$ cat config.mk
export PLATFORM = sky130hd
export DESIGN_NAME = bxds_queue
export DESIGN_NICKNAME = d
export VERILOG_FILES = /design/src/design/bxds_pkg.sv /design/src/design/bxds_queue.sv
export SDC_FILE = /design/constraint.sdc
export NUM_CORES = 1
export LEC_CHECK = 0
export ABC_AREA = 1
export BUFFER_PORTS_ARGS = -buffer_cell sky130_fd_sc_hd__clkbuf_2
export CAP_MARGIN = 20
export CORE_ASPECT_RATIO = 0.6
export CORE_MARGIN = 8
export CORE_UTILIZATION = 35
export DETAILED_ROUTE_END_ITERATION = 16
export GPL_TIMING_DRIVEN = 0
export SLEW_MARGIN = 20
export SYNTH_ARGS = -nofsm -noshare
export SYNTH_HDL_FRONTEND = slang
export SYNTH_SLANG_ARGS = --single-unit
export TNS_END_PERCENT = 20
$ cat constraint.sdc
create_clock -name clk -period 3.8 [get_ports clk]
set_clock_uncertainty 0.2 [all_clocks]
set_input_delay 0.38 -clock clk [delete_from_list [all_inputs] [get_ports clk]]
set_output_delay 0.38 -clock clk [all_outputs]
set_load 0.02 [all_outputs]
$ cat src/design/bxds_pkg.sv
// Package with shared types and constants of the box average downsampler.
`default_nettype none

package bxds_pkg;

	// Pixel layout: four 8-bit channels packed in 32 bits
	localparam int CH_N  = 4;
	localparam int CH_W  = 8;
	localparam int PIX_W = CH_N * CH_W;

	// Per-channel running sum in the line store
	localparam int SUM_W = 16;
	localparam int ROW_W = CH_N * SUM_W;

	// Box area (factor squared) is at most 256
	localparam int AREA_W = 9;

	// Configuration register indexes
	localparam int REG_IDX_W  = 2;
	localparam int REG_DATA_W = 16;
	localparam logic [REG_IDX_W-1:0] REG_BOX_FACTOR   = 2'd0;
	localparam logic [REG_IDX_W-1:0] REG_IMAGE_WIDTH  = 2'd1;
	localparam logic [REG_IDX_W-1:0] REG_IMAGE_HEIGHT = 2'd2;

	// Register widths and reset values
	localparam int FAC_W = 5;
	localparam int WID_W = 13;
	localparam int HGT_W = 16;
	localparam logic [FAC_W-1:0] FAC_RST = 5'd2;
	localparam logic [WID_W-1:0] WID_RST = 13'd4096;
	localparam logic [HGT_W-1:0] HGT_RST = 16'd4096;

	// Depth of the queue between accumulator and divider
	localparam int Q_DEPTH = 4;
	localparam int Q_PTR_W = 2;

	// Finished box: channel sums, divisor and end-of-image flag
	typedef struct packed {
		logic [ROW_W-1:0]  sums;
		logic [AREA_W-1:0] area;
		logic              done;
	} box_sum_t;

endpackage

`default_nettype wire

$ cat src/design/bxds_queue.sv
// Short FIFO of finished box sums between accumulator and divider.
`default_nettype none

module bxds_queue (
	input  wire logic               clk,
	input  wire logic               arst_n,
	input  wire logic               push,
	input  bxds_pkg::box_sum_t      push_data,
	input  wire logic               pop,
	output bxds_pkg::box_sum_t      pop_data,
	output logic                    full,
	output logic                    empty
);

	localparam int CNT_W = bxds_pkg::Q_PTR_W + 1;

	bxds_pkg::box_sum_t             slot_q [bxds_pkg::Q_DEPTH];
	logic [bxds_pkg::Q_PTR_W-1:0]   wptr_q;
	logic [bxds_pkg::Q_PTR_W-1:0]   rptr_q;
	logic [CNT_W-1:0]               cnt_q;

	assign full     = (cnt_q == CNT_W'(bxds_pkg::Q_DEPTH));
	assign empty    = (cnt_q == '0);
	assign pop_data = slot_q[rptr_q];

	// Pointers and fill count
	always_ff @(posedge clk or negedge arst_n) begin
		if (!arst_n) begin
			wptr_q <= '0;
			rptr_q <= '0;
			cnt_q  <= '0;
		end else begin
			if (push) begin
				wptr_q <= wptr_q + bxds_pkg::Q_PTR_W'(1);
			end
			if (pop) begin
				rptr_q <= rptr_q + bxds_pkg::Q_PTR_W'(1);
			end
			if (push && !pop) begin
				cnt_q <= cnt_q + CNT_W'(1);
			end else if (pop && !push) begin
				cnt_q <= cnt_q - CNT_W'(1);
			end
		end
	end

	// Storage
	always_ff @(posedge clk) begin
		if (push) begin
			slot_q[wptr_q] <= push_data;
		end
	end

endmodule

`default_nettype wire

# ---- Word-level counts from Yosys, hierarchy flattened
# Memories as Yosys holds them, arrays and structs flattened.
# Index checks and enable logic that the tools add are counted.
dict set report word_totals {
  reg_bits 7
  ram_bits 296
  out_inout_bits 76
  word_cells 19
  memories 1
}
dict set report classes {
  addsub 4
  eq_ne 1
  mux 4
  n_reduce_logical 6
}
# memory words word_bits rd rd_clocked_by_memory_dff wr line_no
set mem_list {}
lappend mem_list {slot_q 4 74 1 0 1 bxds_queue.sv:17} ;# bxds_pkg::box_sum_t slot_q [bxds_pkg::Q_DEPTH];
# cell n
set ops {}
lappend ops {{two-way mux 3 bit} 2}
lappend ops {{adder 2 x 1 -> 2 bit, second input constant} 2}
lappend ops {{adder 3 x 1 -> 3 bit, second input constant} 1}
lappend ops {{== test 3 bit, second input constant} 1}
lappend ops {{logical NOT 3 bit} 1}
lappend ops {{subtractor 3 x 1 -> 3 bit, second input constant} 1}
lappend ops {{logical AND 1 bit} 2}
lappend ops {{logical NOT 1 bit} 2}
lappend ops {{two-way mux 1 bit} 2}
lappend ops {{nonzero test 2 bit} 1}

# ---- Logic depth before layout (Yosys ltp)
# Gate-level depths: netlist of the first run.
dict set report depth {
  depth_word 4
  ltp_mapped 9
}

# ---- Worst setup path after synthesis of the first run
# No wires, ideal clock.
dict set report synth_timing {
  kind {in2reg}
  start {input port push}
  end {memory slot_q[0][0] in the netlist's numbering, enable pin}
  setup_time_ps 428
  arrival_ps 2112
  required_time_ps 3172
  slack_ps 1060
  path_stages 3
  path_buffers 1
  cell_sequence {clkbuf_1 > nand2_1 > inv_1}
}
dict set report synth_between {
  elab_chain_cells 2
}
# element line_no
set synth_lines {}
lappend synth_lines {{from (decl)} bxds_queue.sv:7} ;# input wire logic push,
lappend synth_lines {{two-way mux 1 bit} bxds_queue.sv:49} ;# if (push) begin
lappend synth_lines {{two-way mux 1 bit (implied by the code)} bxds_queue.sv:50} ;# slot_q[wptr_q] <= push_data;
lappend synth_lines {{to (decl)} bxds_queue.sv:17}
# Every way passes these cells.

==> results.json, run 1 <==
{
  "ant_nets": 0,
  "cp_max_fo": 10,
  "reg2reg_from": "wptr_q[0]",
  "reg2reg_slack_ps": 1780,
  "met1_length_mm": 13.5,
  "drive_gt1_frac": 0.212,
  "synthDominantCellAreaShare": 0.726,
  "period_share": 0.690,
  "rows": 53,
  "wl_met2_mm": 13.9,
  "final_cell_area_um2": 15400,
  "crit_arrival_ps": 2040,
  "drv_slew": 0,
  "placed_cells": 1535,
  "cp_data_required_time_ps": 3220,
  "ys.flop_type": "edfxtp_1",
  "grt_pass1_wl_mm": 46.0,
  "final-hold-violation-count": 0,
  "synthesis.instances": 911,
  "h-tree-depth": 1,
  "syn_area_um2": 12200,
  "synthTopCellsByArea": "edfxtp_1 (73%), o211ai_1 (8.6%), nand2_1 (7.2%)",
  "path_delay_family": "buffers and inverters",
  "port_buffers": 153,
  "setup_viol": 0,
  "worstSetupEndpointType": "primary output",
  "crit_top_cell": "buf_2",
  "crit_buf_inv": 3,
  "grt_antenna_before_repair": 1,
  "reg2reg_to": "slot_q[2][42]",
  "fin_nets": 1261,
  "seq_area_frac_synth": 0.741,
  "yosysTopAreaCell": "edfxtp_1",
  "synth-seq-cells": 303,
  "instances_no_fill": 1665,
  "grt_usage": 0.141,
  "synth_edf_count": 296,
  "async_reset_ff_frac": 0.0231,
  "vias_per_cell": 4.54,
  "dpl.hpwl_mm": 18.4,
  "leakage_nw": 6.22,
  "grt_pass1_vias": 7918,
  "cap_violations": 0,
  "die_y_um": 161,
  "worst_path_largest_cell_delay_ps": 380,
  "hp-class": "register to register",
  "hp-start": "cnt_q[2]",
  "synth_cell_types": 19,
  "gp_congestion": 0.700,
  "root_buffer": "clkbuf_16",
  "synth.most_common_cell": "edfxtp_1",
  "r2r_cells": 5,
  "syn2layout_area_growth_pct": 25.6,
  "cts_tree": "built",
  "holdPathStages": 2,
  "tightest_slew_ps": 644,
  "netlist_top_cells_count": "edfxtp_1 (296), nand2_1 (235), inv_1 (159)",
  "vias": 7552,
  "drtIter0Drc": 473,
  "initial_utilization": 0.352,
  "yosys_warnings": 0,
  "outcome": "complete, no violations",
  "rsz0062_at_grt": "no",
  "cts_made_buffers": 29,
  "fin_setup_tns_ps": 0,
  "cts_setup_buffers": 0,
  "holdPathEnd": "cnt_q[2]",
  "worstSetupPathType": "register to primary output",
  "insertion_delay_ps": 550,
  "power.total_mw": 12.1,
  "syn_area_per_cell_um2": 13.4,
  "cts.sinks": 303,
  "overflow": 0,
  "cts_max_path_buffers": 3,
  "max_freq_mhz": 382,
  "route.met3.wl_mm": 1.62,
  "relSlewSlack": 0.571,
  "place_area_um2": 13700,
  "crit_path_start_kind": "register",
  "powerDensity_nw_per_um2": 789,
  "drc": 0,
  "worstPathCellList": "buf_2 > buf_2 > o211ai_1 > nand2_1 > clkbuf_2",
  "die_w_um": 257,
  "firstDrtPassIters": 4,
  "final_util": 0.442,
  "synth_nets": 995,
  "grt_max_degree": 50,
  "core_um2": 34700,
  "ios": 154,
  "peakVddDrop_mv": 0.433,
  "routed.top_layer": "met4",
  "crit_path_top_delay_cell": "dfrtp_1",
  "period_needed_ps": 2620,
  "clk_pin_slew_worst_paths_ps": 70,
  "routed_wirelength_mm": 29.6,
  "route.detailed.wl_per_inst_um": 17.8,
  "dieArea_um2": 41400
}
cell type report:
type,instances,area [µm²]
antenna,1,2.50
buffer,50,403
clock buffer,35,748
clock inverter,16,126
fill,3155,19400
inverter,160,618
multi-input combinational,398,2170
sequential,303,9060
tap,467,584
timing repair buffer,235,1660
state kept, by name, summed over array words and instances (netlist names):
| register | count |
|---|---|
| cnt_q | 3 |
| slot_q | 296 |
| rptr_q | 2 |
| wptr_q | 2 |
layer usage:
| layer | vias to the layer above | global-route usage |
|---|---|---|
| met5 | - | 0 |
| met4 | 0 | 0.0273 |
| met3 | 38 | 0.0313 |
| met2 | 171 | 0.234 |
| met1 | 3648 | 0.188 |
| li1 | 3695 | - |
power by group:
part | total, mW | switching, mW | internal [mW]
Combinational | 4.86 | 3.31 | 1.55
Sequential | 4.52 | 0.153 | 4.37
Clock | 2.75 | 1.22 | 1.53
worst max-delay path by stage:
stage | from | to | slack (ps) | cells past startpoint
floorplan | push | slot_q[0][0] | 1060 | 3
finish | rptr_q[1] | pop_data[10] | 1180 | 5
global placement | push | slot_q[1][33] | -360 | 4
global route | rptr_q[1] | pop_data[44] | 1020 | 5
detailed placement | push | slot_q[2][33] | 1610 | 5
CTS | rptr_q[1] | pop_data[25] | 1110 | 5
worst register-to-register path, stage by stage, from the launching register on:
cell and delay (ps):
dfrtp_1 420, inv_1 100, ha_1 140, nand2_1 80, inv_4 370, buf_16 340
logic make-up (layout without fill, tap and decap cells):
| group | Yosys count | count (layout) | share of synthesized area |
|---|---|---|---|
| AOI/OAI and AO/OA | 149 | 149 | 0.0940 |
| xor gates and xnor gates | 4 | 4 | 0.00286 |
| adders and majority gates | 6 | 6 | 0.00675 |
| buffers and inverters | 210 | 496 | 0.0820 |
| DFF | 303 | 303 | 0.741 |
| other | 0 | 1 | 0 |
| and+or+nand+nor | 239 | 239 | 0.0738 |
cell usage in the layout (no fill, tap or decap), drive strengths merged:
master         n
xnor2          1
nand2        235
inv          161
nor3           2
xor2           3
ha             5
dlygate4sd3   78
o21ai          1
clkinv        13
dfrtp          7
edfxtp       296
o211ai       148
buf           50
fa             1
nand4          1
bufinv         2
nand3          1
diode          1
clkbuf       192
through the flow:
stage	setup WS (ps)	hold slack, ps
final	1180	317
after CTS	1110	313
after global routing	1020	348
after floorplan	1060	-116
after detailed placement	1610	38.8
after global placement	-360	42.2
timing repair:
| action | CTS | global route |
|---|---|---|
| hold buffers | 78 | 0 |
| resized for setup | 0 | 0 |
| endpoints found under the hold margin | 306 | 0 |
Power figures use the tool's default switching activity.
==> inputs of run 2 (changes only) <==
==> constraint.sdc (replaced) <==
create_clock -name clk -period 2.4 [get_ports clk]
set_clock_uncertainty 0.2 [all_clocks]
set_input_delay 0.24 -clock clk [delete_from_list [all_inputs] [get_ports clk]]
set_output_delay 0.24 -clock clk [all_outputs]
set_load 0.02 [all_outputs]
==> run 2 against run 1 <==
Against the previous run: global-route usage fell by 0.096 points; register-to-register slack lost 1500 ps; clock-buffer cell count is 1 lower; routed wire length rose by 0.27%; critical path type unchanged; critical endpoint is now pop_data[25]; largest cell class unchanged; largest power group unchanged.
==> results.json, run 2 (synthesis results as in run 1) <==
{
  "final_cell_mix": "edfxtp_1 (296), nand2_1 (235), inv_1 (155), o211ai_1 (141), clkbuf_2 (130)",
  "cts_max_path_buffers": 3,
  "drv_slew": 0,
  "cts_made_buffers": 29,
  "swShare": 0.380,
  "worstSetupEndpointType": "primary output",
  "setup_viol": 0,
  "largest_reg_flops": 296,
  "die_w_um": 257,
  "period_needed_ps": 2370,
  "gp_congestion": 0.696,
  "final_util": 0.449,
  "peakVddDrop_mv": 0.810,
  "cts_setup_buffers": 0,
  "p_clk_frac": 0.231,
  "syn2layout_area_growth_pct": 27.3,
  "drc": 0,
  "core_um2": 34700,
  "overflow": 0,
  "placed_cells": 1537,
  "drtIter0Drc": 467,
  "instances_no_fill": 1664,
  "cts.sinks": 303,
  "multi_input_area_um2": 2170,
  "clk_pin_slew_worst_paths_ps": 60,
  "die_y_um": 161,
  "cap_violations": 0,
  "root_buffer": "clkbuf_16",
  "port_buffers": 153,
  "ios": 154,
  "relSlewSlack": 0.584,
  "grt_pass1_vias": 7580,
  "grt_antenna_before_repair": 0,
  "vias": 7565,
  "routed_wirelength_mm": 29.7,
  "holdPathStages": 2,
  "dieArea_um2": 41400,
  "fill_cells": 3129,
  "route.detailed.wl_per_inst_um": 17.8,
  "fin_setup_tns_ps": 0,
  "initial_utilization": 0.352,
  "rsz0062_at_grt": "yes",
  "insertion_delay_ps": 540,
  "r2r_cells": 5,
  "firstDrtPassIters": 5,
  "grt_pass1_wl_mm": 45.3,
  "n_antenna_cell": 0,
  "vias_per_cell": 4.55,
  "powerDensity_nw_per_um2": 1270,
  "leakage_nw": 6.29,
  "drive_gt1_frac": 0.217,
  "outcome": "complete, no violations",
  "ant_nets": 0,
  "crit_path_start_kind": "register",
  "top_regs": "slot_q x296, cnt_q x3",
  "cp_data_required_time_ps": 1960,
  "crit_arrival_ps": 1930,
  "fin_nets": 1263,
  "cp_max_fo": 10,
  "layout_commonest_cell": "edfxtp_1",
  "h-tree-depth": 1,
  "combPwrFrac": 0.407,
  "max_freq_mhz": 422,
  "power.internal_mw": 12.3,
  "cts_tree": "built",
  "seqPwrFrac": 0.362,
  "rows": 53,
  "hp-class": "input port to register",
  "tightest_slew_ps": 624,
  "register_area_um2": 9060,
  "regMostFlops": "slot_q",
  "worstSetupPathType": "register to primary output",
  "switching_power_mw": 7.52,
  "final-hold-violation-count": 0,
  "dpl.hpwl_mm": 18.5,
  "grt_usage": 0.140,
  "period_share": 0.987,
  "grt_max_degree": 59
}
## run 2: power groups by stage
stage	Combinational (mW)	Sequential (mW)	Clock [mW]
after floorplan	4.86	7.27	0
after global placement	7.64	7.36	0
after detailed placement	7.88	7.26	0
after CTS	8.21	7.16	4.68
after global routing	8.81	7.23	4.89
final	8.06	7.15	4.57
## run 2: worst paths after layout
| check | start | to | slack (ps) |
|---|---|---|---|
| setup reg to reg | wptr_q[1] | slot_q[0][31] | 300 |
| hold / removal | push_data[28] | slot_q[0][28] | 250 |
| setup / recovery | rptr_q[0] | pop_data[25] | 30 |
| min in group asynchronous | arst_n | cnt_q[0] | 470 |
| hold reg to reg | cnt_q[2] | cnt_q[2] | 320 |
| max in group asynchronous | arst_n | rptr_q[1] | 1270 |
## run 2: routing by layer
metal,vias up,share of wire,global-route usage
li1,3701,-,-
met5,-,0,0
met2,188,0.46,0.223
met3,32,0.063,0.0334
met1,3644,0.47,0.196
met4,0,0.014,0.0224
## run 2: cell type report
| class | instances | area share |
|---|---|---|
| Buffer | 50 | 0.0303 |
| Multi-Input combinational cell | 398 | 0.139 |
| Tap cell | 467 | 0.0375 |
| Clock inverter | 15 | 0.0119 |
| Sequential cell | 303 | 0.582 |
| Timing Repair Buffer | 237 | 0.112 |
| Inverter | 160 | 0.0396 |
| Clock buffer | 34 | 0.0478 |
## run 2: metrics by stage
stage          instance area (µm²)  setup slack (ps)  total power, mW  hold slack, ps
2_1_floorplan                12200              -336             12.1            -256
3_3_place_gp                 13600             -1640             15.0           -97.4
3_5_place_dp                 13800               264             15.1           -94.2
4_1_cts                      15600             -12.8             20.0             216
5_1_grt                      15600             -76.2             20.9             226
6_report                     15600              30.2             19.8             251
## run 2: critical path, stage by stage (launching register included)
cell      delay, ps
dfrtp_1         380
buf_8           160
buf_12          160
buf_6           160
o211ai_1        180
nand2_1         150
clkbuf_8        190
## run 2: repair_timing
action	CTS	global route
pin swaps	5	24
endpoints found under the setup margin	69	49
hold endpoints to repair	310	0
hold buffers	78	0
resized for setup	25	33
