`src/design/bxds_pkg.sv`:
```
// Package with shared types and constants of the box average downsampler.
`default_nettype none

package bxds_pkg;

	// Pixel layout: four 8-bit channels packed in 32 bits
	localparam int CH_N  = 4;
	localparam int CH_W  = 8;
	localparam int PIX_W = CH_N * CH_W;

	// Per-channel running sum in the line store
	localparam int SUM_W = 16;
	localparam int ROW_W = CH_N * SUM_W;

	// Box area (factor squared) is at most 256
	localparam int AREA_W = 9;

	// Configuration register indexes
	localparam int REG_IDX_W  = 2;
	localparam int REG_DATA_W = 16;
	localparam logic [REG_IDX_W-1:0] REG_BOX_FACTOR   = 2'd0;
	localparam logic [REG_IDX_W-1:0] REG_IMAGE_WIDTH  = 2'd1;
	localparam logic [REG_IDX_W-1:0] REG_IMAGE_HEIGHT = 2'd2;

	// Register widths and reset values
	localparam int FAC_W = 5;
	localparam int WID_W = 13;
	localparam int HGT_W = 16;
	localparam logic [FAC_W-1:0] FAC_RST = 5'd2;
	localparam logic [WID_W-1:0] WID_RST = 13'd4096;
	localparam logic [HGT_W-1:0] HGT_RST = 16'd4096;

	// Depth of the queue between accumulator and divider
	localparam int Q_DEPTH = 4;
	localparam int Q_PTR_W = 2;

	// Finished box: channel sums, divisor and end-of-image flag
	typedef struct packed {
		logic [ROW_W-1:0]  sums;
		logic [AREA_W-1:0] area;
		logic              done;
	} box_sum_t;

endpackage

`default_nettype wire

```
`src/design/bxds_if.sv`:
```
// Handshake channel interfaces: pixel input, result output, configuration writes.
`default_nettype none


interface bxds_res_if;
	logic                       valid;
	logic                       ready;
	logic [bxds_pkg::PIX_W-1:0] pixel_out;
	logic                       image_done;

	modport source (output valid, output pixel_out, output image_done, input ready);
	modport sink (input valid, input pixel_out, input image_done, output ready);
endinterface


`default_nettype wire

```
`src/design/bxds_back.sv`:
```
// Back end: restoring divider by box area, one quotient bit per cycle, and result register.
`default_nettype none

module bxds_back (
	input  wire logic          clk,
	input  wire logic          arst_n,
	input  bxds_pkg::box_sum_t q_data,
	input  wire logic          q_empty,
	output logic               q_pop,
	bxds_res_if.source         results
);

	localparam int SW = bxds_pkg::SUM_W;
	localparam int CN = bxds_pkg::CH_N;
	localparam int QW = bxds_pkg::CH_W;
	localparam int SHIFT = QW - 1;

	typedef enum logic [1:0] {
		ST_IDLE,
		ST_DIV,
		ST_HOLD
	} state_t;

	state_t                  state_q;
	logic [SW-1:0]           rem_q [CN];
	logic [QW-1:0]           quo_q [CN];
	logic [SW-1:0]           dsh_q;
	logic [$clog2(QW)-1:0]   step_q;
	logic                    done_q;
	logic                    ovld_q;
	logic [bxds_pkg::PIX_W-1:0] opix_q;
	logic                    odone_q;

	logic [SW-1:0]           rem_n [CN];
	logic [CN-1:0]           qbit;

	assign q_pop              = (state_q == ST_IDLE) && !q_empty;
	assign results.valid      = ovld_q;
	assign results.pixel_out  = opix_q;
	assign results.image_done = odone_q;

	// One compare-subtract per channel
	always_comb begin
		for (int c = 0; c < CN; c++) begin
			qbit[c]  = (rem_q[c] >= dsh_q);
			rem_n[c] = qbit[c] ? (rem_q[c] - dsh_q) : rem_q[c];
		end
	end

	// Divider sequencer and output register
	always_ff @(posedge clk or negedge arst_n) begin
		if (!arst_n) begin
			state_q <= ST_IDLE;
			dsh_q   <= '0;
			step_q  <= '0;
			done_q  <= 1'b0;
			ovld_q  <= 1'b0;
			opix_q  <= '0;
			odone_q <= 1'b0;
			for (int c = 0; c < CN; c++) begin
				rem_q[c] <= '0;
				quo_q[c] <= '0;
			end
		end else begin
			// Output valid: set when a result loads, cleared when taken
			if ((state_q == ST_HOLD) && (!ovld_q || results.ready)) begin
				ovld_q <= 1'b1;
			end else if (ovld_q && results.ready) begin
				ovld_q <= 1'b0;
			end
			case (state_q)
				ST_IDLE: begin
					if (!q_empty) begin
						for (int c = 0; c < CN; c++) begin
							rem_q[c] <= q_data.sums[c*SW +: SW];
						end
						dsh_q   <= SW'({q_data.area, SHIFT'(0)});
						done_q  <= q_data.done;
						step_q  <= '0;
						state_q <= ST_DIV;
					end
				end
				ST_DIV: begin
					for (int c = 0; c < CN; c++) begin
						rem_q[c] <= rem_n[c];
						quo_q[c] <= {quo_q[c][QW-2:0], qbit[c]};
					end
					dsh_q  <= dsh_q >> 1;
					step_q <= step_q + ($clog2(QW))'(1);
					if (step_q == ($clog2(QW))'(QW - 1)) begin
						state_q <= ST_HOLD;
					end
				end
				ST_HOLD: begin
					if (!ovld_q || results.ready) begin
						odone_q <= done_q;
						for (int c = 0; c < CN; c++) begin
							opix_q[c*QW +: QW] <= quo_q[c];
						end
						state_q <= ST_IDLE;
					end
				end
				default: begin
					state_q <= ST_IDLE;
				end
			endcase
		end
	end

endmodule

`default_nettype wire

```
`src/flat_wrapper.sv`:
```
// flat-port wrapper written by rule: the top's interface ports become plain ports
module bxds_back_flat 
  (clk, arst_n, q_data, q_empty, q_pop, results_valid, results_pixel_out, results_image_done, results_ready);
  bxds_res_if results_i ();
  input  wire logic clk;
  input  wire logic arst_n;
  input  bxds_pkg::box_sum_t q_data;
  input  wire logic q_empty;
  output logic q_pop;
  output wire logic [$bits(results_i.valid)-1:0] results_valid;
  output wire logic [$bits(results_i.pixel_out)-1:0] results_pixel_out;
  output wire logic [$bits(results_i.image_done)-1:0] results_image_done;
  input wire logic [$bits(results_i.ready)-1:0] results_ready;
  assign results_valid = results_i.valid;
  assign results_pixel_out = results_i.pixel_out;
  assign results_image_done = results_i.image_done;
  assign results_i.ready = results_ready;
  bxds_back u_core (.clk(clk), .arst_n(arst_n), .q_data(q_data), .q_empty(q_empty), .q_pop(q_pop), .results(results_i));
endmodule
```
`config.mk`:
```
export PLATFORM = sky130hd
export DESIGN_NAME = bxds_back_flat
export DESIGN_NICKNAME = d
export VERILOG_FILES = /design/src/design/bxds_pkg.sv /design/src/design/bxds_if.sv /design/src/design/bxds_back.sv /design/src/flat_wrapper.sv
export SDC_FILE = /design/constraint.sdc
export NUM_CORES = 1
export LEC_CHECK = 0
export BUFFER_PORTS_ARGS = -buffer_cell sky130_fd_sc_hd__buf_2
export CAP_MARGIN = 40
export CORE_MARGIN = 4
export CORE_UTILIZATION = 55
export DETAILED_ROUTE_END_ITERATION = 6
export PLACE_DENSITY = 0.83
export SYNTH_ARGS = -nofsm -noshare
export SYNTH_HDL_FRONTEND = slang
export SYNTH_SLANG_ARGS = --single-unit
```
`constraint.sdc`:
```
create_clock -name clk -period 7.53 [get_ports clk]
set_clock_uncertainty 0.1 [all_clocks]
set_input_delay 1.506 -clock clk [delete_from_list [all_inputs] [get_ports clk]]
set_output_delay 1.506 -clock clk [all_outputs]
set_load 0.03 [all_outputs]
```
# After elaboration in Yosys (flattened, before gate mapping)
# Cells that the tools add are included.
# totals
ff_bits	152
output_inout_bits	35
word_cells	68
# op_classes
addsub	5
order_cmp	4
n_eq_ne	10
mux	16
n_bitwise	1
n_reduce_logical	17
# op_table
operator	count
64-bit case mux with 2 select lines	1
16-bit two-way mux	5
16-bit greater-or-equal comparator	4
64-bit two-way mux	1
16-bit subtractor	4
16-bit case mux with 2 select lines	1
3-bit AND reduction	5
2-bit by 1-bit != test with 1-bit output (second input constant)	5
2-bit two-way mux	3
2-bit case mux with 3 select lines	1
3-bit case mux with 2 select lines	1
2-bit AND reduction	3
2-bit != test (second input constant)	2
2-bit nonzero test	2
3-bit by 1-bit adder with 3-bit output (second input constant)	1
3-bit == test (second input constant)	1
1-bit logical AND	3
3-bit two-way mux	1
2-bit by 1-bit == test with 1-bit output (second input constant)	1
2-bit == test (second input constant)	1
1-bit logical NOT	2
2-bit logical NOT	1
1-bit two-way mux	2
1-bit logical OR	1
1-bit NOT	1

# Longest topological paths before layout
# Gate-level depths: netlist of run 1.
# depth
word_depth	4
ltp_mapped	12
depth_no_buf	11

# Worst setup path after synthesis of run 1
# OpenSTA, ideal clock, no wires.
# synth_path
kind	input -> output
from	in q_empty
to	out q_pop
arrival_time_ns	2.716
path_slack_ns	3.208
path_stages	5
path_buffers	3
cell_sequence	or3_1 -> clkbuf_1 -> inv_1 -> buf_2 -> buf_1
# synth_via
elab_chain_len	2
# synth_rtl
element	line	text
from (decl)	flat_wrapper.sv:8	input wire logic q_empty;
1-bit logical NOT	bxds_back.sv:37	assign q_pop = (state_q == ST_IDLE) && !q_empty;
1-bit logical AND	bxds_back.sv:37	
to (decl)	flat_wrapper.sv:9	output logic q_pop;
# Every way passes these cells.

# Final worst setup path of run 1
# Ends and elaborated chain as after synthesis.

==> results of run 1 <==
## state kept, by name, indices dropped and copies added, names as in the netlist
name and flops:
u_core.results.valid 1, u_core.results.pixel_out 32, u_core.rem_q 64, u_core.done_q 1, u_core.results.image_done 1, u_core.quo_q 32, u_core.state_q 2, u_core.step_q 3
u_core.dsh_q 16
## critical path, cell delays in order
cell and delay [ps]:
buf_2 100, or3_1 300, buf_4 220, inv_1 250, buf_4 270, buf_2 240
## how the worst max path moves through the flow
stage / cells past startpoint / end / slack, ps
2_1_floorplan: 5 / q_pop / 3210
3_3_place_gp: 6 / q_pop / 3050
3_5_place_dp: 6 / q_pop / 3030
4_1_cts: 6 / q_pop / 3010
5_1_grt: 6 / q_pop / 2930
6_report: 6 / q_pop / 3010
## metrics by stage
stage	util (%)	worst slack [ps]	area, um^2
after CTS	63.82	3014	11040
after floorplan	-	3208	9713
final	63.83	3007	11040
after detailed placement	60.24	3027	10420
after global routing	63.82	2935	11040
after global placement	59.99	3048	10380
## metal layers
metal  wire [um]  vias to the layer above
met5           0                        -
met2       11920                      269
met1       10680                     4053
met4         568                        0
met3        1503                       44
li1            -                     4140
## logic make-up after synthesis
family                     Yosys count  share of synthesized area (%)
buffers and inverters              102                          4.328
xor gates and xnor gates            37                          3.336
DFF                                152                          39.16
muxes                               58                          6.544
adders and majority gates           70                          9.326
and+or+nand+nor                    397                          17.78
AOI/OAI and AO/OA                  308                          19.53
## area by class of cell
cell class	count	area [um^2]
inverter	41	153.9
fill	1469	6256
clock buffer	17	425.4
antenna	1	2.502
clock inverter	15	193.9
sequential	152	3804
tap	225	281.5
timing repair buffer	122	669.4
multi-input combinational	870	5510
## layout by cell type, fill, tap and decap left out, types with 17 or more instances in the layout
cell / instances
mux2_2: 44
nand2_1: 217
nor2_1: 76
inv_1: 41
a31oi_1: 23
xnor2_1: 23
a21oi_1: 96
a21o_1: 19
ha_1: 66
clkbuf_16: 17
o21ai_0: 89
dfrtp_1: 152
nor3_1: 22
nand3_1: 21
buf_2: 111
==> summary.txt, run 1 <==
Die
  – Io pins: 113
  – Initial core utilization: around 56%
  – Floorplan row count: between 40 and 50
  – Die height: ~140 um
  – Die area: around 0.020 mm^2
  – Core region area: ~0.017 mm^2
  – Width of the chip: roughly 140 um

Drt
  – Drt first pass iters: 5
  – Drt via density: roughly 6
  – DR WL/cell: approximately 17 um
  – Number of DRC markers in iteration 0: 742
  – DRT antenna net count: 0
  – Drt drc: 0
  – Detailed Route WL: 24.67 mm
  – DR vias: between 8000 and 9000

Timing
  – Final min period: around 4500 ps
  – Setup TNS: 0 ps
  – Hold Slack: 380.5 ps
  – Fmax: 0.2211 GHz
  – RSZ-0062 raised after global routing: false
  – Final-report max-slew violation count: 0
  – Worst rel slew slack: between 30% and 40%
  – Hold Fails Final Rpt: 0
  – Final Cycle Share: between 60% and 70%
  – Slew @ Worst Pin: 917.6 ps
  – # setup viols final: 0

Worst setup path
  – Critical path peak fanout: 24
  – WS Path Type: in2out
  – Reg2Reg Depth: 8
  – Critical Path AT: 2920 ps
  – CP startpoint kind: input pin
  – CP Capture Type: primary output
  – Worst endpoint required time: between 5000 and 6000 ps
  – Critical path launch point: q_empty
  – Reg2reg end: u_core.rem_q[50]
  – R2r setup slk: between 4000 and 5000 ps
  – Worst R2R Start: u_core.dsh_q[1]

Final layout
  – Area Overhead vs Synth: 13.67%
  – Cell Count, Final, Fillers Out: roughly 1400
  – # nets final: 1352
  – Layout cell share with drive strength beyond 1: between 15 and 20%

Clocking
  – Hold Buf Count CTS: 0
  – Clock latency at the later pin of the worst-skew pair: around 430 ps
  – Clock buffer depth: 2
  – Post-CTS Setup Inserts: 0
  – H-tree depth: 4
  – CTS tree: done
  – PostCTS Resize Cnt: 0
  – Root Buffer Master: clkbuf_16
  – # clock sinks: around 150
  – Cts bufs inserted: 17
  – Clock-pin slew of the registers on the worst-case setup and hold paths: approximately 70 ps

Logic synthesis
  – Largest area contributor in the netlist: dfrtp_1
  – Post-synth EDFFs: 0
  – Register bit count reported by yosys: 152
  – Largest cells by area after synthesis: dfrtp_1 (39%), ha_1 (8.5%), nand2_1 (8.4%)
  – Most common cell in the netlist: nand2_1
  – Synthesized Nets: 1272
  – Synth top area share: 39.16%
  – Post-synth top flop: dfrtp_1
  – Synth Cell Area: ~0.0097 mm^2
  – Post-synth cell types: 67
  – Synth Instances: 1124
  – Synthesis warning total: 0
  – Register area share after synthesis: 39.16%
  – Mean Syn Cell Area: between 8 and 9 um^2
  – Post-synth ARST share: 100.0%
  – Top cells by instance count after synthesis: nand2_1 (217), dfrtp_1 (152), a21oi_1 (96)

Global route
  – Met3 Use GR: 4.783%
  – Vias in the first global route: roughly 8200
  – Busiest grt layer: met2
  – Met1 usage: approximately a third
  – Met2 Usage GRT: a little over two fifths
  – Pin count of the biggest net entering global routing: between 60 and 70
  – Antenna violations before repair: 0
  – Grt ovf: 0
  – Total Routing Usage GR: between 20% and 30%
  – First-pass GRT wire length: roughly 40 mm

Placed design
  – Post-DP HPWL: approximately 17 mm
  – # port buffers: around 110
  – GPL Wtd Cong: 0.9452
  – Placed Cells incl. Taps: between 1000 and 1500

Min path
  – Hold depth: 2
  – Hold Path Class: reg2reg
  – HP Start: u_core.done_q
  – Hold Path Sink: u_core.done_q

Status
  – Outcome: complete, no violations

Job
  – Max Cap Violations: 0
Power of run 1 is left out: the tool's default activity adds up to more than one toggle a clock period on the data nets, which glitch-free logic cannot reach.
==> inputs of run 2 (changes only) <==
- clock period: 7.53 -> 4.4 ns (I/O delays scaled with it)
==> summary.txt, run 2 (synthesized netlist as in run 1, its figures left out) <==
Status
  – Outcome: complete, no violations

Timing
  – Final min period: 3274 ps
  – Setup TNS: 0 ps
  – Final Cycle Share: between 70% and 80%
  – Slew @ Worst Pin: between 700 and 800 ps
  – Worst rel slew slack: a little under half
  – Fmax: between 0.3 and 0.4 GHz
  – # setup viols final: 0
  – RSZ-0062 raised after global routing: false
  – Final-report max-slew violation count: 0
  – Hold Fails Final Rpt: 0

Die
  – Initial core utilization: between 50 and 60%
  – Io pins: 113
  – Width of the chip: 140.9 um
  – Core region area: between 0.015 and 0.02 mm^2
  – Die area: 0.01985 mm^2
  – Floorplan row count: between 40 and 50
  – Die height: between 100 and 150 um

Drt
  – DR WL/cell: around 17 um
  – Drt drc: 0
  – DRT antenna net count: 0
  – Number of DRC markers in iteration 0: slightly above 800
  – Drt first pass iters: 5
  – Drt via density: just under 6
  – Detailed Route WL: 25.08 mm
  – DR vias: between 8000 and 9000

Worst setup path
  – Critical-path top delay cell: inv_1
  – Critical path launch point: q_empty
  – WS Path Type: in2out
  – Crit-path leading delay family: buffers and inverters
  – CP Capture Type: primary output
  – Crit path cell chain: buf_2, or3_1, buf_4, inv_1, buf_2
  – Critical path peak fanout: 24
  – Worst R2R Start: u_core.dsh_q[0]
  – Critical Path AT: approximately 2300 ps
  – CP bufs+invs: 4
  – Worst endpoint required time: between 3000 and 4000 ps
  – CP startpoint kind: input pin
  – CP max stage delay: 420 ps
  – Most used cell, CP: buf_2

Clocking
  – Cts bufs inserted: 17
  – # clock sinks: around 150
  – Hold Buf Count CTS: 0
  – PostCTS Resize Cnt: 0
  – Clock latency at the later pin of the worst-skew pair: 430 ps
  – Post-CTS Setup Inserts: 0
  – CTS tree: done
  – Clock-pin slew of the registers on the worst-case setup and hold paths: about 70 ps
  – H-tree depth: 4
  – Clock buffer depth: 2
  – Root Buffer Master: clkbuf_16

Final layout
  – Max reg flops: 64
  – Area Overhead vs Synth: 13.72%
  – Layout cell share with drive strength beyond 1: approximately 18%
  – Commonest cells after routing, fill and taps aside: nand2_1 (217), dfrtp_1 (152), buf_2 (111), a21oi_1 (96), o21ai_0 (89)
  – Most flops, register: u_core.rem_q
  – Inserted Diodes: 0
  – Most common cell after layout, fill and taps aside: nand2_1
  – # nets final: 1354

Placed design
  – GPL Wtd Cong: between 0.9 and 1
  – # port buffers: 112
  – Post-DP HPWL: approximately 18 mm

Global route
  – First-pass GRT wire length: about 41 mm
  – Total Routing Usage GR: 25.68%
  – Vias in the first global route: 8310
  – Pin count of the biggest net entering global routing: 65
  – Antenna violations before repair: 0
  – Grt ovf: 0

Job
  – Max Cap Violations: 0

Min path
  – Hold Path Class: in2async
[run 2: worst paths after layout]
path | to | slack [ps] | cells past startpoint
max in group asynchronous | u_core.step_q[0] | 3010 | 3
worst max-delay path | q_pop | 1130 | 5
worst min-delay path | u_core.rem_q[36] | 250 | 1
min in group clk | u_core.quo_q[7] | 380 | 2
worst min register to register | u_core.quo_q[7] | 380 | 2
worst max register to register | u_core.rem_q[15] | 1130 | 9
[run 2: stage by stage]
stage               utilization, %  hold slack (ps)  cell area (um^2)  worst slack [ps]  cells
floorplan                        -            340.1              9713              1330   1124
global placement             60.15            357.1             10400              1065   1410
detailed placement           60.37            364.0             10440              1027   1412
CTS                          63.86            259.9             11050              1128   1444
global route                 63.86            273.6             11050             986.2   1444
finish                       63.86            251.8             11050              1126   1444
[run 2: area by class of cell]
cell class                      instances  area [um^2]
Clock buffer                           17        425.4
Clock inverter                         15        177.7
Fill cell                            1435         6251
Inverter                               41        153.9
Multi-Input combinational cell        870         5510
Sequential cell                       152         3804
Tap cell                              225        281.5
Timing Repair Buffer                  124        693.2
[run 2: metal layers]
layer	GRT usage, %	wire length (um)	part of all wire [%]
met5	0	0	0
met4	10.10	787	3.1
met3	4.444	1651	6.6
met2	42.49	12050	48
met1	33.77	10590	42
[run 2: worst register-to-register path: cells and delay by family, from the launching register on]
kind,cells,cell delay [ps]
buffers and inverters,1,240
and+or+nand+nor,2,370
muxes,1,370
AOI/OAI and AO/OA,3,920
DFF,1,490
adders and majority gates,2,670
Power of run 2 is left out for the same reason.
==> inputs of run 3 (changes only) <==
- ABC_AREA: not set -> 1
- CORE_UTILIZATION: 55 -> 54
- PLACE_DENSITY: 0.83 -> 0.84
- clock period: 4.4 -> 2.7 ns (I/O delays scaled with it)
==> summary.txt, run 3 <==
Die
  – Io pins: 113
  – Die area: between 0.02 and 0.025 mm^2
  – Core region area: around 0.019 mm^2
  – Floorplan row count: 50
  – Die height: ~150 um
  – Initial core utilization: between 50% and 60%
  – Width of the chip: approximately 150 um

Logic synthesis
  – Most common cell in the netlist: nand2_1
  – Post-synth ARST share: 100.0%
  – Top cells by instance count after synthesis: nand2_1 (659), inv_1 (223), dfrtp_1 (152)
  – Synth top area share: approximately 36%
  – Largest cells by area after synthesis: dfrtp_1 (36%), nand2_1 (24%), inv_1 (8.0%)
  – Register area share after synthesis: ~36%
  – Post-synth cell types: 34
  – Synthesized Nets: roughly 1700
  – Largest area contributor in the netlist: dfrtp_1
  – Synthesis warning total: 0
  – Synth Cell Area: around 0.010 mm^2
  – Register bit count reported by yosys: 152
  – Mean Syn Cell Area: approximately 6.7 um^2
  – Post-synth top flop: dfrtp_1
  – Post-synth EDFFs: 0
  – Synth Instances: around 1600

Worst setup path
  – Reg2reg end: u_core.rem_q[37]
  – Worst endpoint required time: roughly 2900 ps
  – CP Capture Type: flip-flop
  – CP startpoint kind: flip-flop
  – Reg2Reg Depth: 13
  – Critical Path AT: 2710 ps
  – Critical path peak fanout: 12
  – Worst R2R Start: u_core.dsh_q[0]
  – WS Path Type: reg2reg
  – R2r setup slk: 210 ps

Timing
  – Hold Slack: -0.7127 ps
  – RSZ-0062 raised after global routing: false
  – # setup viols final: 0
  – Setup ws final: approximately 210 ps
  – Slew @ Worst Pin: approximately 970 ps
  – Final Cycle Share: a little over 90%
  – Setup TNS: 0 ps
  – Worst rel slew slack: between 30% and 40%
  – Final min period: approximately 2500 ps
  – Fmax: roughly 0.4 GHz
  – Hold Fails Final Rpt: 3
  – Final-report max-slew violation count: 0

Clocking
  – Hold Buf Count CTS: 0
  – # clock sinks: 152
  – Cts bufs inserted: 17
  – Clock-pin slew of the registers on the worst-case setup and hold paths: ~60 ps
  – H-tree depth: 4
  – CTS tree: done
  – Clock latency at the later pin of the worst-skew pair: about 430 ps
  – PostCTS Resize Cnt: 0
  – Root Buffer Master: clkbuf_16
  – Post-CTS Setup Inserts: 0
  – Clock buffer depth: 2

Status
  – Outcome: complete, but fails checks
  – Failing checks: hold timing

Global route
  – First-pass GRT wire length: between 40 and 50 mm
  – Vias in the first global route: 9570
  – Total Routing Usage GR: 25.63%
  – Pin count of the biggest net entering global routing: ~150
  – Grt ovf: 0
  – Antenna violations before repair: 0

Drt
  – Drt drc: 0
  – Drt via density: about 5.3
  – DR WL/cell: ~14 um
  – Drt first pass iters: 5
  – Detailed Route WL: ~28 mm
  – DR vias: just over 10000
  – Number of DRC markers in iteration 0: between 600 and 700
  – DRT antenna net count: 0

Final layout
  – # nets final: 1808
  – Register Area: between 0.003 and 0.004 mm^2
  – Inserted Diodes: 0
  – Most common cell after layout, fill and taps aside: nand2_1
  – Number of fill cells in the layout: ~1700
  – Area of the multi-input gates: approximately 0.0056 mm^2
  – Most flops, register: u_core.rem_q
  – Max reg flops: between 60 and 70
  – Final Cell Area: between 0.01 and 0.015 mm^2
  – Area Overhead vs Synth: 13.75%
  – Layout cell share with drive strength beyond 1: between 10% and 20%
  – Commonest cells after routing, fill and taps aside: nand2_1 (657), inv_1 (223), dfrtp_1 (151), nand3_1 (114), buf_2 (111)

Placed design
  – Placed Instance Area: 0.01126 mm^2
  – Post-DP HPWL: between 15 and 20 mm
  – GPL Wtd Cong: 0.9417
  – Pre-CTS setup slack: ~210 ps
  – # port buffers: ~110

Job
  – Max Cap Violations: 0

Min path
  – Hold Path Class: in2async
-- run 3: routing by layer --
metal  GRT usage [%]  vias up  part of all wire, %
met3           4.997       60                  7.2
met5               0        -                    0
li1                -     5095                    -
met2           42.37      367                   47
met1           33.29     4632                   43
met4           10.25        0                  3.1
-- run 3: worst max-delay path by stage --
| stage | from | end | slack [ps] |
|---|---|---|---|
| global placement | u_core.dsh_q[0] | u_core.rem_q[32] | 260 |
| detailed placement | u_core.dsh_q[0] | u_core.rem_q[35] | 210 |
| floorplan | u_core.dsh_q[0] | u_core.rem_q[30] | 530 |
| global route | u_core.dsh_q[0] | u_core.rem_q[44] | 30 |
| CTS | u_core.dsh_q[0] | u_core.rem_q[37] | 170 |
| finish | u_core.dsh_q[0] | u_core.rem_q[37] | 210 |
-- run 3: stage by stage --
step,util (%),cells
after global routing,62.91,1933
after detailed placement,59.60,1901
after global placement,59.60,1901
after floorplan,-,1558
after CTS,62.84,1933
final,62.91,1933
-- run 3: cells by family (layout without fill, tap and decap cells) --
kind of cell | after synthesis | in the layout | share of synthesized area, %
AO/OA/AOI/OAI | 163 | 163 | 8.345
XOR/XNOR | 7 | 7 | 0.5867
adder cells (fa/ha/maj) | 70 | 70 | 8.669
buffers and inverters | 270 | 385 | 10.32
flip-flops | 152 | 152 | 36.40
multiplexers | 5 | 5 | 0.5388
AND/OR/NAND/NOR | 891 | 891 | 35.14
-- run 3: final cells by class --
type,count,share of cell area [%]
clock inverter,12,1.400
tap,260,2.737
multi-input combinational,1136,47.00
sequential,152,32.01
clock buffer,20,3.758
inverter,228,7.263
timing repair buffer,125,5.832
-- run 3: worst max-delay path: stages, from the launching register on --
cell	delay, ps
dfrtp_2	460
ha_1	270
fa_1	420
inv_1	140
nand3_1	100
nand3_2	100
nand2_1	70
nand3_1	100
nand2_1	50
nand2_1	100
nand2_4	110
buf_6	190
nand3_1	80
nand2_1	70
Power of run 3 is left out for the same reason.
